$ cat src/rtl/dfn_pkg.sv
`timescale 1ns / 1ps

package dfn_pkg;

    localparam int MAX_ITEMS_DEF  = 16;
    localparam int COORD_BITS_DEF = 16;

    localparam int OPC_W  = 2;
    localparam int IDX_W  = 4;
    localparam int DIR_W  = 2;
    localparam int STEP_W = 6;
    localparam int CNT_W  = 5;
    localparam int MOD_W  = 7;
    localparam int OUT_W  = 8;

    // minimum lead along the direction, at twice scale
    localparam int MIN_PROJ = 4;

    localparam logic [OPC_W-1:0] OP_LOAD = 2'd0;
    localparam logic [OPC_W-1:0] OP_MOVE = 2'd1;
    localparam logic [OPC_W-1:0] OP_SET  = 2'd2;
    localparam logic [OPC_W-1:0] OP_STEP = 2'd3;

    localparam logic [DIR_W-1:0] DIR_UP    = 2'd0;
    localparam logic [DIR_W-1:0] DIR_DOWN  = 2'd1;
    localparam logic [DIR_W-1:0] DIR_LEFT  = 2'd2;
    localparam logic [DIR_W-1:0] DIR_RIGHT = 2'd3;

    typedef struct packed {
        logic             clear;
        logic             base_load;
        logic             in_valid;
        logic [CNT_W-1:0] in_idx;
        logic [CNT_W-1:0] cur_idx;
        logic [DIR_W-1:0] dir;
    } scan_ctrl_t;

    typedef struct packed {
        logic             busy;
        logic             found;
        logic [CNT_W-1:0] best_idx;
    } scan_stat_t;

endpackage

$ cat src/rtl/dfn_item_mem.sv
`timescale 1ns / 1ps

module dfn_item_mem #(
    parameter int DEPTH = 16,
    parameter int DW    = 37,
    parameter int AW    = 4
) (
    input  logic          clk,
    input  logic          we,
    input  logic [AW-1:0] waddr,
    input  logic [DW-1:0] wdata,
    input  logic [AW-1:0] raddr,
    output logic [DW-1:0] rdata
);

    logic [DW-1:0] mem [DEPTH];
    logic [DW-1:0] rdata_reg;

    always_ff @(posedge clk)
    begin
        if (we)
        begin
            mem[waddr] <= wdata;
        end
        rdata_reg <= mem[raddr];
    end

    assign rdata = rdata_reg;

endmodule

$ cat src/rtl/dfn_scan.sv
`timescale 1ns / 1ps

module dfn_scan #(
    parameter int COORD_BITS = 16
) (
    input  logic                      clk,
    input  logic                      rst_n,
    input  dfn_pkg::scan_ctrl_t       ctrl,
    input  logic [2*(COORD_BITS+2):0] rd_data,
    output dfn_pkg::scan_stat_t       stat
);

    import dfn_pkg::*;

    localparam int CW = COORD_BITS + 2;
    localparam int DW = CW + 1;
    localparam int PW = CW + 2;
    localparam int SW = CW + 3;

    logic signed [CW-1:0] base_cx_reg;
    logic signed [CW-1:0] base_cy_reg;
    logic signed [CW-1:0] cand_cx;
    logic signed [CW-1:0] cand_cy;
    logic                 cand_placed;

    logic                 s1_valid_reg;
    logic                 s1_ok_reg;
    logic [CNT_W-1:0]     s1_idx_reg;
    logic signed [DW-1:0] s1_dx_reg;
    logic signed [DW-1:0] s1_dy_reg;

    logic signed [PW-1:0] dxe;
    logic signed [PW-1:0] dye;
    logic signed [PW-1:0] proj;
    logic signed [PW-1:0] perp_s;
    logic                 s2_valid_reg;
    logic                 s2_ok_reg;
    logic [CNT_W-1:0]     s2_idx_reg;
    logic [PW-2:0]        s2_proj_reg;
    logic [PW-2:0]        s2_perp_reg;

    logic [SW-1:0]        score;
    logic                 s3_valid_reg;
    logic                 s3_ok_reg;
    logic [CNT_W-1:0]     s3_idx_reg;
    logic [SW-1:0]        s3_score_reg;

    logic                 found_reg;
    logic [CNT_W-1:0]     best_idx_reg;
    logic [SW-1:0]        best_score_reg;

    assign cand_cx     = rd_data[CW-1:0];
    assign cand_cy     = rd_data[2*CW-1:CW];
    assign cand_placed = rd_data[2*CW];

    always_ff @(posedge clk)
    begin
        if (ctrl.base_load)
        begin
            base_cx_reg <= cand_cx;
            base_cy_reg <= cand_cy;
        end
    end

    // stage 1: centre differences
    always_ff @(posedge clk)
    begin
        s1_idx_reg <= ctrl.in_idx;
        s1_ok_reg  <= cand_placed && (ctrl.in_idx != ctrl.cur_idx);
        s1_dx_reg  <= DW'(cand_cx) - DW'(base_cx_reg);
        s1_dy_reg  <= DW'(cand_cy) - DW'(base_cy_reg);
    end

    // stage 2: projection and perpendicular offset
    always_comb
    begin
        dxe = PW'(s1_dx_reg);
        dye = PW'(s1_dy_reg);
        case (ctrl.dir)
            DIR_UP:
            begin
                proj   = -dye;
                perp_s = (dxe < 0) ? -dxe : dxe;
            end
            DIR_DOWN:
            begin
                proj   = dye;
                perp_s = (dxe < 0) ? -dxe : dxe;
            end
            DIR_LEFT:
            begin
                proj   = -dxe;
                perp_s = (dye < 0) ? -dye : dye;
            end
            default:
            begin
                proj   = dxe;
                perp_s = (dye < 0) ? -dye : dye;
            end
        endcase
    end

    always_ff @(posedge clk)
    begin
        s2_idx_reg  <= s1_idx_reg;
        s2_ok_reg   <= s1_ok_reg && (proj >= PW'(MIN_PROJ));
        s2_proj_reg <= proj[PW-2:0];
        s2_perp_reg <= perp_s[PW-2:0];
    end

    // stage 3: score
    assign score = SW'(s2_proj_reg) + SW'({s2_perp_reg, 1'b0}) + SW'(s2_perp_reg);

    always_ff @(posedge clk)
    begin
        s3_idx_reg   <= s2_idx_reg;
        s3_ok_reg    <= s2_ok_reg;
        s3_score_reg <= score;
    end

    always_ff @(posedge clk)
    begin
        if (s3_valid_reg && s3_ok_reg && (!found_reg || (s3_score_reg < best_score_reg)))
        begin
            best_idx_reg   <= s3_idx_reg;
            best_score_reg <= s3_score_reg;
        end
    end

    always_ff @(posedge clk or negedge rst_n)
    begin
        if (!rst_n)
        begin
            s1_valid_reg <= 1'b0;
            s2_valid_reg <= 1'b0;
            s3_valid_reg <= 1'b0;
            found_reg    <= 1'b0;
        end
        else
        begin
            s1_valid_reg <= ctrl.in_valid;
            s2_valid_reg <= s1_valid_reg;
            s3_valid_reg <= s2_valid_reg;
            if (ctrl.clear)
            begin
                found_reg <= 1'b0;
            end
            else if (s3_valid_reg && s3_ok_reg)
            begin
                found_reg <= 1'b1;
            end
        end
    end

    assign stat.busy     = s1_valid_reg || s2_valid_reg || s3_valid_reg;
    assign stat.found    = found_reg;
    assign stat.best_idx = best_idx_reg;

endmodule

$ cat src/rtl/dfn_mod.sv
`timescale 1ns / 1ps

module dfn_mod (
    input  logic                               clk,
    input  logic                               rst_n,
    input  logic                               start,
    input  logic signed [dfn_pkg::MOD_W-1:0]   sum,
    input  logic [dfn_pkg::CNT_W-1:0]          n,
    input  logic                               ack,
    output logic                               done,
    output logic [dfn_pkg::CNT_W-1:0]          result
);

    import dfn_pkg::*;

    logic                    busy_reg;
    logic signed [MOD_W-1:0] val_reg;
    logic signed [MOD_W-1:0] n_s;
    logic                    neg;
    logic                    over;

    assign n_s  = $signed(MOD_W'(n));
    assign neg  = val_reg < 0;
    assign over = !neg && (val_reg >= n_s);
    assign done = busy_reg && !neg && !over;
    assign result = val_reg[CNT_W-1:0];

    // one add or subtract of the modulus per cycle
    always_ff @(posedge clk)
    begin
        if (start)
        begin
            val_reg <= sum;
        end
        else if (busy_reg && neg)
        begin
            val_reg <= val_reg + n_s;
        end
        else if (busy_reg && over)
        begin
            val_reg <= val_reg - n_s;
        end
    end

    always_ff @(posedge clk or negedge rst_n)
    begin
        if (!rst_n)
        begin
            busy_reg <= 1'b0;
        end
        else if (start)
        begin
            busy_reg <= 1'b1;
        end
        else if (done && ack)
        begin
            busy_reg <= 1'b0;
        end
    end

endmodule

$ cat src/rtl/directional_focus_navigation_core.sv
`timescale 1ns / 1ps

// directional focus navigator
// input channel s_axis: one transaction per command; tuser carries the opcode
// (load item, directional move, set index, linear step), tdata the operands
// output channel m_axis: exactly one result transaction per command, in order
// cfg_we/cfg_wdata: writes item_count, saturated to MAX_ITEMS; write it only
// while no command is in flight
// load and set give their result on the cycle after acceptance
// a directional move reads the focused entry, then every entry in use from the
// single read port of the item memory, one per cycle, through a three-stage
// scoring pipeline
// a linear step runs a modulo unit that adds or subtracts item_count once per
// cycle until index plus step lies within range
// one command is worked at a time; the next is accepted when the result
// register is free or being emptied in the same cycle
// reset clears focus, item_count and all handshake state; item memory contents
// are undefined until loaded
// a stalled receiver holds the result in the output register and blocks new
// commands once the register is full

module directional_focus_navigation_core #(
    parameter int MAX_ITEMS  = dfn_pkg::MAX_ITEMS_DEF,
    parameter int COORD_BITS = dfn_pkg::COORD_BITS_DEF
) (
    input  logic                                    clk,
    input  logic                                    rst_n,
    input  logic                                    s_axis_tvalid,
    output logic                                    s_axis_tready,
    // item_index, pos_x, pos_y, item_width, item_height, direction, linear_step
    input  logic [((4*COORD_BITS+17)/8)*8-1:0]      s_axis_tdata,
    // opcode
    input  logic [dfn_pkg::OPC_W-1:0]               s_axis_tuser,
    output logic                                    m_axis_tvalid,
    input  logic                                    m_axis_tready,
    // focus_index, focus_valid, moved
    output logic [dfn_pkg::OUT_W-1:0]               m_axis_tdata,
    input  logic                                    cfg_we,
    input  logic [dfn_pkg::CNT_W-1:0]               cfg_wdata
);

    import dfn_pkg::*;

    localparam int C        = COORD_BITS;
    localparam int CW       = C + 2;
    localparam int EW       = 2 * CW + 1;
    localparam int AW       = $clog2(MAX_ITEMS);
    localparam int OFF_PX   = IDX_W;
    localparam int OFF_PY   = OFF_PX + C;
    localparam int OFF_W    = OFF_PY + C;
    localparam int OFF_H    = OFF_W + C - 1;
    localparam int OFF_DIR  = OFF_H + C - 1;
    localparam int OFF_STEP = OFF_DIR + DIR_W;

    localparam logic [2:0] S_IDLE  = 3'd0;
    localparam logic [2:0] S_BASE  = 3'd1;
    localparam logic [2:0] S_SCAN  = 3'd2;
    localparam logic [2:0] S_DRAIN = 3'd3;
    localparam logic [2:0] S_MOD   = 3'd4;

    logic [2:0]              state_reg, state_next;
    logic [CNT_W-1:0]        focus_reg, focus_next;
    logic [CNT_W-1:0]        count_reg, count_next;
    logic [CNT_W-1:0]        scan_idx_reg, scan_idx_next;
    logic [DIR_W-1:0]        dir_reg, dir_next;
    logic                    rd_valid_reg;
    logic [CNT_W-1:0]        rd_idx_reg;
    logic                    m_valid_reg;
    logic [OUT_W-1:0]        m_data_reg;

    logic                    out_free;
    logic                    in_fire;
    logic                    out_load;
    logic [OUT_W-1:0]        out_data;
    logic                    out_has_focus;

    logic [IDX_W-1:0]        in_idx;
    logic signed [C-1:0]     in_px;
    logic signed [C-1:0]     in_py;
    logic [C-2:0]            in_w;
    logic [C-2:0]            in_h;
    logic [DIR_W-1:0]        in_dir;
    logic signed [STEP_W-1:0] in_step;

    logic [CNT_W-1:0]        cfg_sat;
    logic [CNT_W-1:0]        count_m1;
    logic                    mem_we;
    logic [CW-1:0]           ld_cx;
    logic [CW-1:0]           ld_cy;
    logic [EW-1:0]           ld_entry;
    logic [AW-1:0]           mem_raddr;
    logic [EW-1:0]           mem_rdata;

    scan_ctrl_t              scan_ctrl;
    scan_stat_t              scan_stat;
    logic                    scan_clear;
    logic                    scan_base;

    logic                    mod_start;
    logic                    mod_ack;
    logic                    mod_done;
    logic [CNT_W-1:0]        mod_result;
    logic signed [MOD_W-1:0] mod_sum;

    assign in_idx  = s_axis_tdata[IDX_W-1:0];
    assign in_px   = s_axis_tdata[OFF_PX +: C];
    assign in_py   = s_axis_tdata[OFF_PY +: C];
    assign in_w    = s_axis_tdata[OFF_W +: C-1];
    assign in_h    = s_axis_tdata[OFF_H +: C-1];
    assign in_dir  = s_axis_tdata[OFF_DIR +: DIR_W];
    assign in_step = s_axis_tdata[OFF_STEP +: STEP_W];

    assign out_free      = !m_valid_reg || m_axis_tready;
    assign s_axis_tready = (state_reg == S_IDLE) && out_free;
    assign in_fire       = s_axis_tvalid && s_axis_tready;

    assign cfg_sat  = (32'(cfg_wdata) > MAX_ITEMS) ? CNT_W'(MAX_ITEMS) : cfg_wdata;
    assign count_m1 = count_reg - CNT_W'(1);

    // centres at twice scale
    assign ld_cx    = (CW'(in_px) << 1) + CW'(in_w);
    assign ld_cy    = (CW'(in_py) << 1) + CW'(in_h);
    assign ld_entry = {(in_w != '0) && (in_h != '0), ld_cy, ld_cx};

    assign mem_raddr = (state_reg == S_SCAN) ? AW'(scan_idx_reg) : AW'(focus_reg);
    assign mod_sum   = MOD_W'(in_step) + $signed(MOD_W'(focus_reg));
    assign mod_ack   = (state_reg == S_MOD) && out_free;

    always_comb
    begin
        state_next    = state_reg;
        focus_next    = focus_reg;
        count_next    = count_reg;
        scan_idx_next = scan_idx_reg;
        dir_next      = dir_reg;
        out_load      = 1'b0;
        mem_we        = 1'b0;
        scan_clear    = 1'b0;
        scan_base     = 1'b0;
        mod_start     = 1'b0;

        if (cfg_we)
        begin
            count_next = cfg_sat;
            if (focus_reg >= cfg_sat)
            begin
                focus_next = '0;
            end
        end

        unique case (state_reg)
            S_IDLE:
            begin
                if (in_fire)
                begin
                    unique case (s_axis_tuser)
                        OP_LOAD:
                        begin
                            mem_we   = 32'(in_idx) < MAX_ITEMS;
                            out_load = 1'b1;
                        end
                        OP_MOVE:
                        begin
                            if (count_reg == '0)
                            begin
                                out_load = 1'b1;
                            end
                            else
                            begin
                                dir_next   = in_dir;
                                state_next = S_BASE;
                            end
                        end
                        OP_SET:
                        begin
                            if (count_reg != '0)
                            begin
                                focus_next = ({1'b0, in_idx} > count_m1) ? count_m1
                                                                         : {1'b0, in_idx};
                            end
                            out_load = 1'b1;
                        end
                        OP_STEP:
                        begin
                            if (count_reg == '0)
                            begin
                                out_load = 1'b1;
                            end
                            else
                            begin
                                mod_start  = 1'b1;
                                state_next = S_MOD;
                            end
                        end
                        default:
                        begin
                            out_load = 1'b1;
                        end
                    endcase
                end
            end
            S_BASE:
            begin
                scan_base     = 1'b1;
                scan_clear    = 1'b1;
                scan_idx_next = '0;
                state_next    = S_SCAN;
            end
            S_SCAN:
            begin
                scan_idx_next = scan_idx_reg + CNT_W'(1);
                if (scan_idx_reg == count_m1)
                begin
                    state_next = S_DRAIN;
                end
            end
            S_DRAIN:
            begin
                if (!rd_valid_reg && !scan_stat.busy && out_free)
                begin
                    if (scan_stat.found)
                    begin
                        focus_next = scan_stat.best_idx;
                    end
                    out_load   = 1'b1;
                    state_next = S_IDLE;
                end
            end
            S_MOD:
            begin
                if (mod_done && out_free)
                begin
                    focus_next = mod_result;
                    out_load   = 1'b1;
                    state_next = S_IDLE;
                end
            end
            default:
            begin
                state_next = S_IDLE;
            end
        endcase
    end

    assign out_has_focus = count_reg != '0;
    assign out_data = {2'b00, focus_next != focus_reg, out_has_focus,
                       out_has_focus ? focus_next[IDX_W-1:0] : IDX_W'(0)};

    always_ff @(posedge clk or negedge rst_n)
    begin
        if (!rst_n)
        begin
            state_reg    <= S_IDLE;
            focus_reg    <= '0;
            count_reg    <= '0;
            scan_idx_reg <= '0;
            rd_valid_reg <= 1'b0;
            m_valid_reg  <= 1'b0;
        end
        else
        begin
            state_reg    <= state_next;
            focus_reg    <= focus_next;
            count_reg    <= count_next;
            scan_idx_reg <= scan_idx_next;
            rd_valid_reg <= state_reg == S_SCAN;
            if (out_load)
            begin
                m_valid_reg <= 1'b1;
            end
            else if (m_axis_tready)
            begin
                m_valid_reg <= 1'b0;
            end
        end
    end

    always_ff @(posedge clk)
    begin
        dir_reg    <= dir_next;
        rd_idx_reg <= scan_idx_reg;
        if (out_load)
        begin
            m_data_reg <= out_data;
        end
    end

    assign m_axis_tvalid = m_valid_reg;
    assign m_axis_tdata  = m_data_reg;

    assign scan_ctrl.clear     = scan_clear;
    assign scan_ctrl.base_load = scan_base;
    assign scan_ctrl.in_valid  = rd_valid_reg;
    assign scan_ctrl.in_idx    = rd_idx_reg;
    assign scan_ctrl.cur_idx   = focus_reg;
    assign scan_ctrl.dir       = dir_reg;

    dfn_item_mem #(
        .DEPTH (MAX_ITEMS),
        .DW    (EW),
        .AW    (AW)
    ) u_item_mem (
        .clk   (clk),
        .we    (mem_we),
        .waddr (AW'(in_idx)),
        .wdata (ld_entry),
        .raddr (mem_raddr),
        .rdata (mem_rdata)
    );

    dfn_scan #(
        .COORD_BITS (COORD_BITS)
    ) u_scan (
        .clk     (clk),
        .rst_n   (rst_n),
        .ctrl    (scan_ctrl),
        .rd_data (mem_rdata),
        .stat    (scan_stat)
    );

    dfn_mod u_mod (
        .clk    (clk),
        .rst_n  (rst_n),
        .start  (mod_start),
        .sum    (mod_sum),
        .n      (count_reg),
        .ack    (mod_ack),
        .done   (mod_done),
        .result (mod_result)
    );

`ifndef SYNTHESIS
    a_focus_in_range: assert property (@(posedge clk) disable iff (!rst_n)
        (count_reg != '0) |-> (focus_reg < count_reg))
        else $error("focus index not below item count");

    a_ready_only_idle: assert property (@(posedge clk) disable iff (!rst_n)
        s_axis_tready |-> (state_reg == S_IDLE))
        else $error("command accepted while busy");

    a_moved_needs_focus: assert property (@(posedge clk) disable iff (!rst_n)
        (m_valid_reg && m_data_reg[IDX_W+1]) |-> m_data_reg[IDX_W])
        else $error("move reported with empty table");

    a_scan_bound: assert property (@(posedge clk) disable iff (!rst_n)
        (state_reg == S_SCAN) |-> (scan_idx_reg < count_reg))
        else $error("scan index beyond item count");

    a_move_focus_held: assert property (@(posedge clk) disable iff (!rst_n)
        ((state_reg == S_SCAN) && $past(state_reg == S_SCAN)) |-> $stable(focus_reg))
        else $error("focus changed during scan");
`endif

endmodule
$ cat config.mk
export PLATFORM = sky130hd
export DESIGN_NAME = directional_focus_navigation_core
export DESIGN_NICKNAME = d
export VERILOG_FILES = /design/src/rtl/dfn_pkg.sv /design/src/rtl/dfn_item_mem.sv /design/src/rtl/dfn_scan.sv /design/src/rtl/dfn_mod.sv /design/src/rtl/directional_focus_navigation_core.sv
export SDC_FILE = /design/constraint.sdc
export NUM_CORES = 1
export LEC_CHECK = 0
export ABC_AREA = 1
export BUFFER_PORTS_ARGS = -buffer_cell sky130_fd_sc_hd__clkbuf_2
export CORE_MARGIN = 1.5
export CORE_UTILIZATION = 55
export CTS_CLUSTER_DIAMETER = 100
export DETAILED_ROUTE_END_ITERATION = 8
export PLACE_DENSITY = 0.72
export SYNTH_ARGS = -nofsm -noshare
export SYNTH_HDL_FRONTEND = slang
export SYNTH_HIERARCHICAL = 1
export SYNTH_SLANG_ARGS = --single-unit
$ cat constraint.sdc
create_clock -name clk -period 10.02 [get_ports clk]
set_input_delay 3.006 -clock clk [delete_from_list [all_inputs] [get_ports clk]]
set_output_delay 3.006 -clock clk [all_outputs]
set_load 0.02 [all_outputs]
After elaboration in Yosys (flattened, before gate mapping)
Memories as Yosys holds them, arrays and structs flattened. A register that Yosys moved wholly into a read port is not among the register bits.
Index checks and enable logic that the tools add are counted.
Widths: inputs -> output; s select.
{"block": "word_totals", "register_bits": 222, "mem_bits_rw": 592, "in_bits": 92, "out_inout_bits": 10, "word_cells": 168, "memories": 1}
{"name": "u_item_mem.mem", "words": 16, "word_bits": 37, "rd": 1, "rd_ports_with_merged_regs": 1, "wr": 1, "line_no": "dfn_item_mem.sv:16", "rtl": "logic [DW-1:0] mem [DEPTH];"}
{"block": "op_classes", "n_addsub": 13, "order_cmp": 9, "eq_ne": 19, "n_mux": 50, "n_bitwise": 1, "n_reduce_logical": 44}
{"operator": "$pmux 20 s3", "count": 1}
{"operator": "$mux 19", "count": 3}
{"operator": "$mux 5", "count": 10}
{"operator": "$neg 19->20", "count": 2}
{"operator": "$lt 19x1->1 const B", "count": 2}
{"operator": "$sub 18x18->19", "count": 2}
{"operator": "$add 17x16->18", "count": 2}
{"operator": "$reduce_bool 15->1", "count": 2}
{"operator": "$add 19x20->21", "count": 1}
{"operator": "$add 21x19->21", "count": 1}
{"operator": "$lt 21x21->1", "count": 1}
{"operator": "$mux 7", "count": 3}
{"operator": "$ge 20x4->1 const B", "count": 1}
{"operator": "$mux 1", "count": 20}
{"operator": "$mux 3", "count": 6}
{"operator": "$logic_and 1x1->1", "count": 17}
{"operator": "$pmux 3 s5", "count": 1}
{"operator": "$pmux 5 s3", "count": 1}
{"operator": "$ne 5x5->1", "count": 2}
{"operator": "$pmux 5 s2", "count": 1}
{"operator": "$reduce_bool 2->1", "count": 4}
{"operator": "$add 6x6->7", "count": 1}
{"operator": "$add 7x6->7", "count": 1}
{"operator": "$ge 7x6->1", "count": 1}
{"operator": "32 further kinds", "count": 50}

Longest topological paths before layout
Gate-level depths: netlist (run 1).
{"block": "logic_depth", "ltp_word": 10, "ltp_mapped": 21, "mapped_depth_nobuf": 20}

Hierarchy
Netlist (run 1), hierarchy kept.
{"module": "dfn_item_mem", "instances": 1, "cells_each": 2446, "area_each_um2": 26270.2, "seq_area_each_um2": 18517.8}
{"module": "dfn_scan", "instances": 1, "cells_each": 1164, "area_each_um2": 10157.2, "seq_area_each_um2": 4264.1}
{"module": "directional_focus_navigation_core", "instances": 1, "cells_each": 545, "area_each_um2": 3732.3, "seq_area_each_um2": 840.8}
{"module": "dfn_mod", "instances": 1, "cells_each": 140, "area_each_um2": 973.4, "seq_area_each_um2": 235.2}

Worst setup path after synthesis (run 1)
Ideal clock, no wire load.
{"block": "synth_timing", "kind": "in2out", "startpoint": "in m_axis_tready", "endpoint": "out s_axis_tready", "arrival_ns": 3.353, "required_time_ns": 7.014, "path_slack_ns": 3.661, "stages": 2, "n_path_buf": 0, "path_cell_list": "nor2_2 > nor2_1"}
{"block": "synth_via", "elab_chain_len": 2}
{"element": "start: declaration", "line_no": "directional_focus_navigation_core.sv:35", "rtl": "input logic m_axis_tready,"}
{"element": "$logic_or 1x1->1", "line_no": "directional_focus_navigation_core.sv:113", "rtl": "assign out_free = !m_valid_reg || m_axis_tready;"}
{"element": "$logic_and 1x1->1", "line_no": "directional_focus_navigation_core.sv:114", "rtl": "assign s_axis_tready = (state_reg == S_IDLE) && out_free;"}
{"element": "end: declaration", "line_no": "directional_focus_navigation_core.sv:29", "rtl": "output logic s_axis_tready,"}
Every way passes these cells.

Final worst setup path (run 1)
Same ends and word-level chain as after synthesis.

==> results.md, run 1 <==
- Status: complete, no violations
- Cts hold-fix bufs: 0
- #FFs+latches synth: 851
- Worst EP required: 7.01 ns
- CP max stage delay: ~0.26 ns
- Synth top area share: 48.8%
- Post-synth EDFFs: 669
- CTS tree: yes
- Most common cell on crit path: clkbuf_2
- H-Tree Depth: 3
- Clock Pin Slew Worst Setup and Hold Paths: 0.06 ns
- Max Freq: around 150 MHz
- Yosys warns: 6
- Grt ovf: 0
- Pwr/cell area: 161 mW/mm^2
- All-Layer GR Usage: ~25%
- CP Launch Type: input port
- Comb pwr share: 3.8%
- Post-Syn Area: around 0.041 sq mm
- Die X: 276 um
- Critical path class: input port to primary output
- First-pass GRT wire length: 150 mm
- DRC: 0
- Crit. Startpoint: m_axis_tready
- Avg Cell Area, Syn: roughly 9.6 sq um
- ANT cells: 0
- Design Power: 7.27 mW
- CP top delay family: simple AND/OR/NAND/NOR gates
- Worst slew pin tran: approximately 1.3 ns
- Largest net degree at the start of global routing: 169
- RSZ-0062 raised after global routing: no
- Post-synthesis adder-cell area fraction: 5.34%
- Initial core utilization: 55.4%
- Setup violators final: 0
- Initial antenna violation count: 1
- GPL Wtd Cong: 0.925
- LEAKAGE: approximately 20 nW
- Avg Vias per Cell: 5.35
- Max reg flops: just under 600
- Min-delay src: u_scan/s2_idx_reg[1]$_DFF_P_
- Sw Ratio: 20.9%
- Routed Wire Length: 95.5 mm
- Crit-path max FO: 4
- Final Max Tran Viols: 0
- Final #Nets: roughly 4600
- CP arrival: 3.65 ns
- Worst-Skew Late Latency: 0.64 ns
- FP Rows: 100
- Resize count post-CTS: 0
- Via count: 28900
- Top-count cell post-synth: nand2_1
- Clk root buf: clkbuf_16
- Worst path bufs/invs: 2
- Pint: 5.75 mW
- Antenna-violating nets left: 0
- Clk network pwr share: 42.4%
- Most used DFF post-synth: edfxtp_1
- Core area: between 0.07 and 0.08 sq mm
- Post-synthesis simple-gate area fraction: a little over a fifth
- Synth top cells by count: 1138 x nand2_1, 731 x inv_1, 669 x edfxtp_1
- Post-CTS Setup Repair Bufs: 0
- Slew HR: roughly 15%
- Vias in the first global route: 28000
- Die Y: 276 um
- Dpl ws: between 3 and 4 ns
- Min Tclk post-route: 6.66 ns
- DRT iter0 DRCs: about 2400
- Critical path, cell by cell: clkbuf_2, nor2_2, nor2_1, clkbuf_2
- Multiplexer area fraction after synthesis: 0%
- Clk buf depth: 3
- Setup tns final: 0 ns
- Post-synthesis sequential area ratio: around 58%
- Synth top area cells: edfxtp_1 49%, nand2_1 10%, dfxtp_1 7.6%
- Clock Sink Count: 851
- Max-Cap Viols: 0
- Dominant cell type by area after synthesis: edfxtp_1
- Post-Syn Instances: 4295
- Crit-path slowest cell: nor2_2
- Synth async-reset ratio: 2.94%
- Reg2reg start: state_reg[1]$_DFFE_PN0P_
- Flop pwr share: 53.8%
- Share of cells above drive strength 1: 8.42%
- Post-synth cell types: between 60 and 70
- Switching pwr: 1.52 mW
- Synth Area in Compound Gates: 4.27%
- XOR/XNOR Fraction of Synth Area: 1.81%
- Final period util: 66.5%
- Ports: 102
- R2r setup slk: between 5 and 6 ns
- IO buf count: 93
- Pre-antenna DRT Iters: 6
- Final hold viol count: 0
- Worst Skew: 0.0322 ns
- Detailed placement HPWL: 56.1 mm
- CP Capture Type: primary output
- Area growth syn-to-layout: 9.43%
- Num CTS Buffers: 86
- WL/cell: ~18 um
- Full die area: 0.0764 sq mm
- Worst vdd ir: 0.000113 V
- Fin worst setup slack: ~3.4 ns
- Largest family of logic cells by synthesized area: simple AND/OR/NAND/NOR gates
- Hold Crit Class: flop to flop
==> cell usage in the layout (no fill, tap or decap), types with 7 or more instances in the layout <==
cell type	netlist	final
nand2_1	1138	1138
inv_1	731	730
edfxtp_1	669	669
nand3_1	578	578
dfxtp_1	157	157
ha_1	134	134
a21oi_1	132	130
nor2_1	139	123
clkbuf_2	0	93
clkbuf_16	0	89
o21ai_0	87	84
xor2_1	55	55
buf_4	47	36
nand4_1	34	34
xnor2_1	28	28
nor2_4	10	26
fa_1	26	26
dfrtp_1	25	25
clkbuf_1	20	21
o21ai_1	19	19
nand2_2	17	17
nor2_2	15	15
nor3_1	15	14
clkinv_1	0	13
nand3_2	12	12
clkinv_2	0	12
inv_2	10	10
nor4_1	10	10
o21ai_2	9	9
o211ai_1	8	8
a21o_1	8	8
clkbuf_8	0	8
a31oi_1	7	7
==> final cells by class <==
class	instances	area, sq um
clock inverters	39	329
clock buffers	118	2420
well taps	969	1210
flip-flops and latches	851	23900
fillers	5982	29200
repair buffers	130	756
inverters	743	2800
multi-input cells	2550	13600
==> kinds of logic after synthesis <==
| kind of cell | after synthesis |
|---|---|
| AND/OR/NAND/NOR | 1994 |
| adder cells (fa/ha/maj) | 160 |
| buffers and inverters | 895 |
| flip-flops | 851 |
| XOR/XNOR | 84 |
| other | 1 |
| AO/OA/AOI/OAI | 310 |
==> path summary, 6_finish.rpt <==
path,end,cells after the start
hold reg to reg,u_scan/s3_idx_reg[1]$_DFF_P_,0
setup reg to reg,u_item_mem/rdata[19]$_DFF_P_,11
max in group asynchronous,u_scan/s3_valid_reg$_DFF_PN0_,1
hold / removal,u_scan/s3_idx_reg[1]$_DFF_P_,0
setup / recovery,s_axis_tready,4
min in group asynchronous,count_reg[3]$_DFFE_PN0P_,1
==> per-stage QoR <==
stage | instances | instance area (sq um) | utilization, % | hold WS [ns]
global route | 5400 | 45000 | 60.7 | 0.328
floorplan | 4296 | 41100 | - | 0.310
CTS | 5400 | 45000 | 60.7 | 0.325
finish | 5400 | 45000 | 60.7 | 0.322
detailed placement | 5243 | 42300 | 57.0 | 0.312
global placement | 5243 | 42300 | 57.0 | 0.310
==> power by group through the flow <==
stage	Combinational (mW)	Sequential, mW	Clock [mW]
after floorplan	0.173	3.98	0
after global placement	0.268	3.98	0
after detailed placement	0.277	3.98	0
after CTS	0.279	3.91	3.13
after global routing	0.312	3.91	3.27
final	0.277	3.91	3.08
==> routing by layer <==
metal  track usage, %  wire (um)
met5                0          9
met2             43.2      46700
met3             3.30       6710
met1             32.5      39100
met4             9.42       3030
==> worst reg2reg max path: stages, from the launching register on <==
cell	delay (ns)
dfrtp_1	0.47
inv_1	0.09
nor3_2	0.73
inv_2	0.25
a21oi_4	0.59
buf_4	0.77
buf_4	0.78
nand2_1	0.19
nand3_1	0.12
nand3_1	0.09
nand3_1	0.15
nand2_1	0.15
Power figures use the tool's default switching activity.
==> inputs of run 2 (changes only) <==
- clock period: 10.02 -> 6.63 ns (I/O delays scaled with it)
==> results.md, run 2 (synthesized netlist as in run 1, its figures left out) <==
- Die X: 276 um (unchanged)
- Dpl ws: 1.74 ns (was 3.35 ns)
- Design Power: 11.2 mW (was 7.27 mW)
- Critical path class: input port to primary output (unchanged)
- Min-delay src: u_scan/s1_idx_reg[2]$_DFF_P_ (was u_scan/s2_idx_reg[1]$_DFF_P_)
- Avg Vias per Cell: 5.40 (was 5.35)
- Setup tns final: 0 ns (unchanged)
- Area growth syn-to-layout: 9.94% (was 9.43%)
- First-pass GRT wire length: 152 mm (was 150 mm)
- Resize count post-CTS: 0 (unchanged)
- CP Launch Type: input port (unchanged)
- Final #Nets: 4623 (was 4614)
- Via count: 29200 (was 28900)
- Slew HR: 15.2% (was 14.7%)
- Post-CTS Setup Repair Bufs: 0 (unchanged)
- Num CTS Buffers: 86 (unchanged)
- Cts hold-fix bufs: 0 (unchanged)
- Worst vdd ir: 0.000181 V (was 0.000113 V)
- Initial antenna violation count: 1 (unchanged)
- Ports: 102 (unchanged)
- H-Tree Depth: 3 (unchanged)
- CP top delay family: simple AND/OR/NAND/NOR gates (unchanged)
- Worst EP required: 4.64 ns (was 7.01 ns)
- Vias in the first global route: 28300 (was 28000)
- Post-route cell area: 0.0452 sq mm (was 0.0450 sq mm)
- DRT iter0 DRCs: 2401 (was 2420)
- CTS tree: yes (unchanged)
- Crit-path max FO: 4 (unchanged)
- ANT cells: 0 (unchanged)
- Fin worst setup slack: 2.01 ns (was 3.36 ns)
- All-Layer GR Usage: 25.2% (was 25.1%)
- Crit-path slowest cell: nor2_2 (unchanged)
- WL/cell: 17.7 um (about the same)
- Final Util: 61.0% (was 60.7%)
- Most frequent cells in the layout: 1138 x nand2_1, 730 x inv_1, 669 x edfxtp_1 (unchanged)
- Crit. Startpoint: m_axis_tready (unchanged)
- Worst-Skew Late Latency: 0.66 ns (was 0.64 ns)
- Largest net degree at the start of global routing: 177 (was 169)
- Clock Pin Slew Worst Setup and Hold Paths: 0.06 ns (about the same)
- Most common cell on crit path: clkbuf_2 (unchanged)
- Final period util: 69.7%
- Detailed placement HPWL: 59.3 mm (was 56.1 mm)
- Share of cells above drive strength 1: 8.75% (was 8.42%)
- Critical path, cell by cell: clkbuf_2, nor2_2, nor2_1, clkbuf_2 (unchanged)
- LEAKAGE: 20.0 nW (was 19.9 nW)
- Clock Sink Count: 851 (unchanged)
- Core area: 0.0742 sq mm (unchanged)
- Grt ovf: 0 (unchanged)
- Leading cell type in the layout, fill and taps excluded: nand2_1 (unchanged)
- Antenna-violating nets left: 0 (unchanged)
- IO buf count: 93 (unchanged)
- Worst path bufs/invs: 2 (unchanged)
- Max Freq: 216 MHz
- Status: complete, no violations (unchanged)
- Min Tclk post-route: approximately 4.6 ns
- Cell count after placement: 5252 (was 5243)
- CP Capture Type: primary output (unchanged)
- Max reg flops: 592 (unchanged)
- Max-Cap Viols: 0 (unchanged)
- Worst Skew: 0.0272 ns (was 0.0322 ns)
- Hold Crit Class: flop to flop (unchanged)
- Pwr/cell area: 248 mW/mm^2 (was 161 mW/mm^2)
- DRC: 0 (unchanged)
- RSZ-0062 raised after global routing: no (unchanged)
- Setup violators final: 0 (unchanged)
- Clk buf depth: 3 (unchanged)
- Routed Wire Length: 96.0 mm (was 95.5 mm)
- CP arrival: 2.63 ns (was 3.65 ns)
- Reg2reg start: state_reg[1]$_DFFE_PN0P_ (unchanged)
- Pre-antenna DRT Iters: 5 (was 6)
- Full die area: 0.0764 sq mm (unchanged)
- Final hold viol count: 0 (unchanged)
- CP max stage delay: 0.25 ns (was 0.26 ns)
- Final Max Tran Viols: 0 (unchanged)
- Worst slew pin tran: 1.27 ns (about the same)
- GPL Wtd Cong: 0.913 (was 0.925)
- FP Rows: 100 (unchanged)
- Non-Filler Instances: 5413 (was 5400)
- Worst hold margin: 0.325 ns (was 0.322 ns)
- Initial core utilization: 55.4% (unchanged)
- DP Area: 0.0423 sq mm (about the same)
- Die Y: 276 um (unchanged)
- Clk root buf: clkbuf_16 (unchanged)
==> run 2: cell types whose count changed in the layout (fill, tap and decap cells not counted), sizes merged <==
cell	before	now
bufinv	3	9
clkinv	28	32
buf	37	46
clkinvlp	3	4
clkbuf	211	206
inv	748	746
==> run 2: worst paths after layout <==
check	depth (start not counted)	slack (ns)	to
setup / recovery	4	2.01	s_axis_tready
hold / removal	0	0.32	u_scan/s2_idx_reg[2]$_DFF_P_
setup reg to reg	12	2.84	u_item_mem/rdata[26]$_DFF_P_
hold reg to reg	0	0.32	u_scan/s2_idx_reg[2]$_DFF_P_
max in group asynchronous	1	4.82	scan_idx_reg[1]$_DFFE_PN0N_
min in group asynchronous	1	1.36	count_reg[3]$_DFFE_PN0P_
==> run 2: cell type report <==
| cell class | count | area [sq um] |
|---|---|---|
| clock inverters | 48 | 529 |
| flip-flops and latches | 851 | 23900 |
| multi-input cells | 2550 | 13600 |
| repair buffers | 139 | 836 |
| well taps | 969 | 1210 |
| inverters | 743 | 2800 |
| clock buffers | 113 | 2350 |
| fillers | 5956 | 29000 |
==> run 2: metal layers <==
metal | GRT usage (%) | part of all wire, % | wire (um) | vias up
met5 | 0 | 0 | 0 | -
met4 | 8.90 | 2.9 | 2760 | 0
met3 | 3.36 | 6.9 | 6620 | 179
met2 | 43.7 | 49 | 47400 | 1041
met1 | 32.3 | 41 | 39200 | 13800
li1 | - | - | - | 14200
==> run 2: where the power goes <==
part           leakage (nW)  switching [mW]  internal, mW
registers              7.74         0.00596          5.90
clock network          1.40            2.03          2.86
logic                  10.8           0.331         0.112
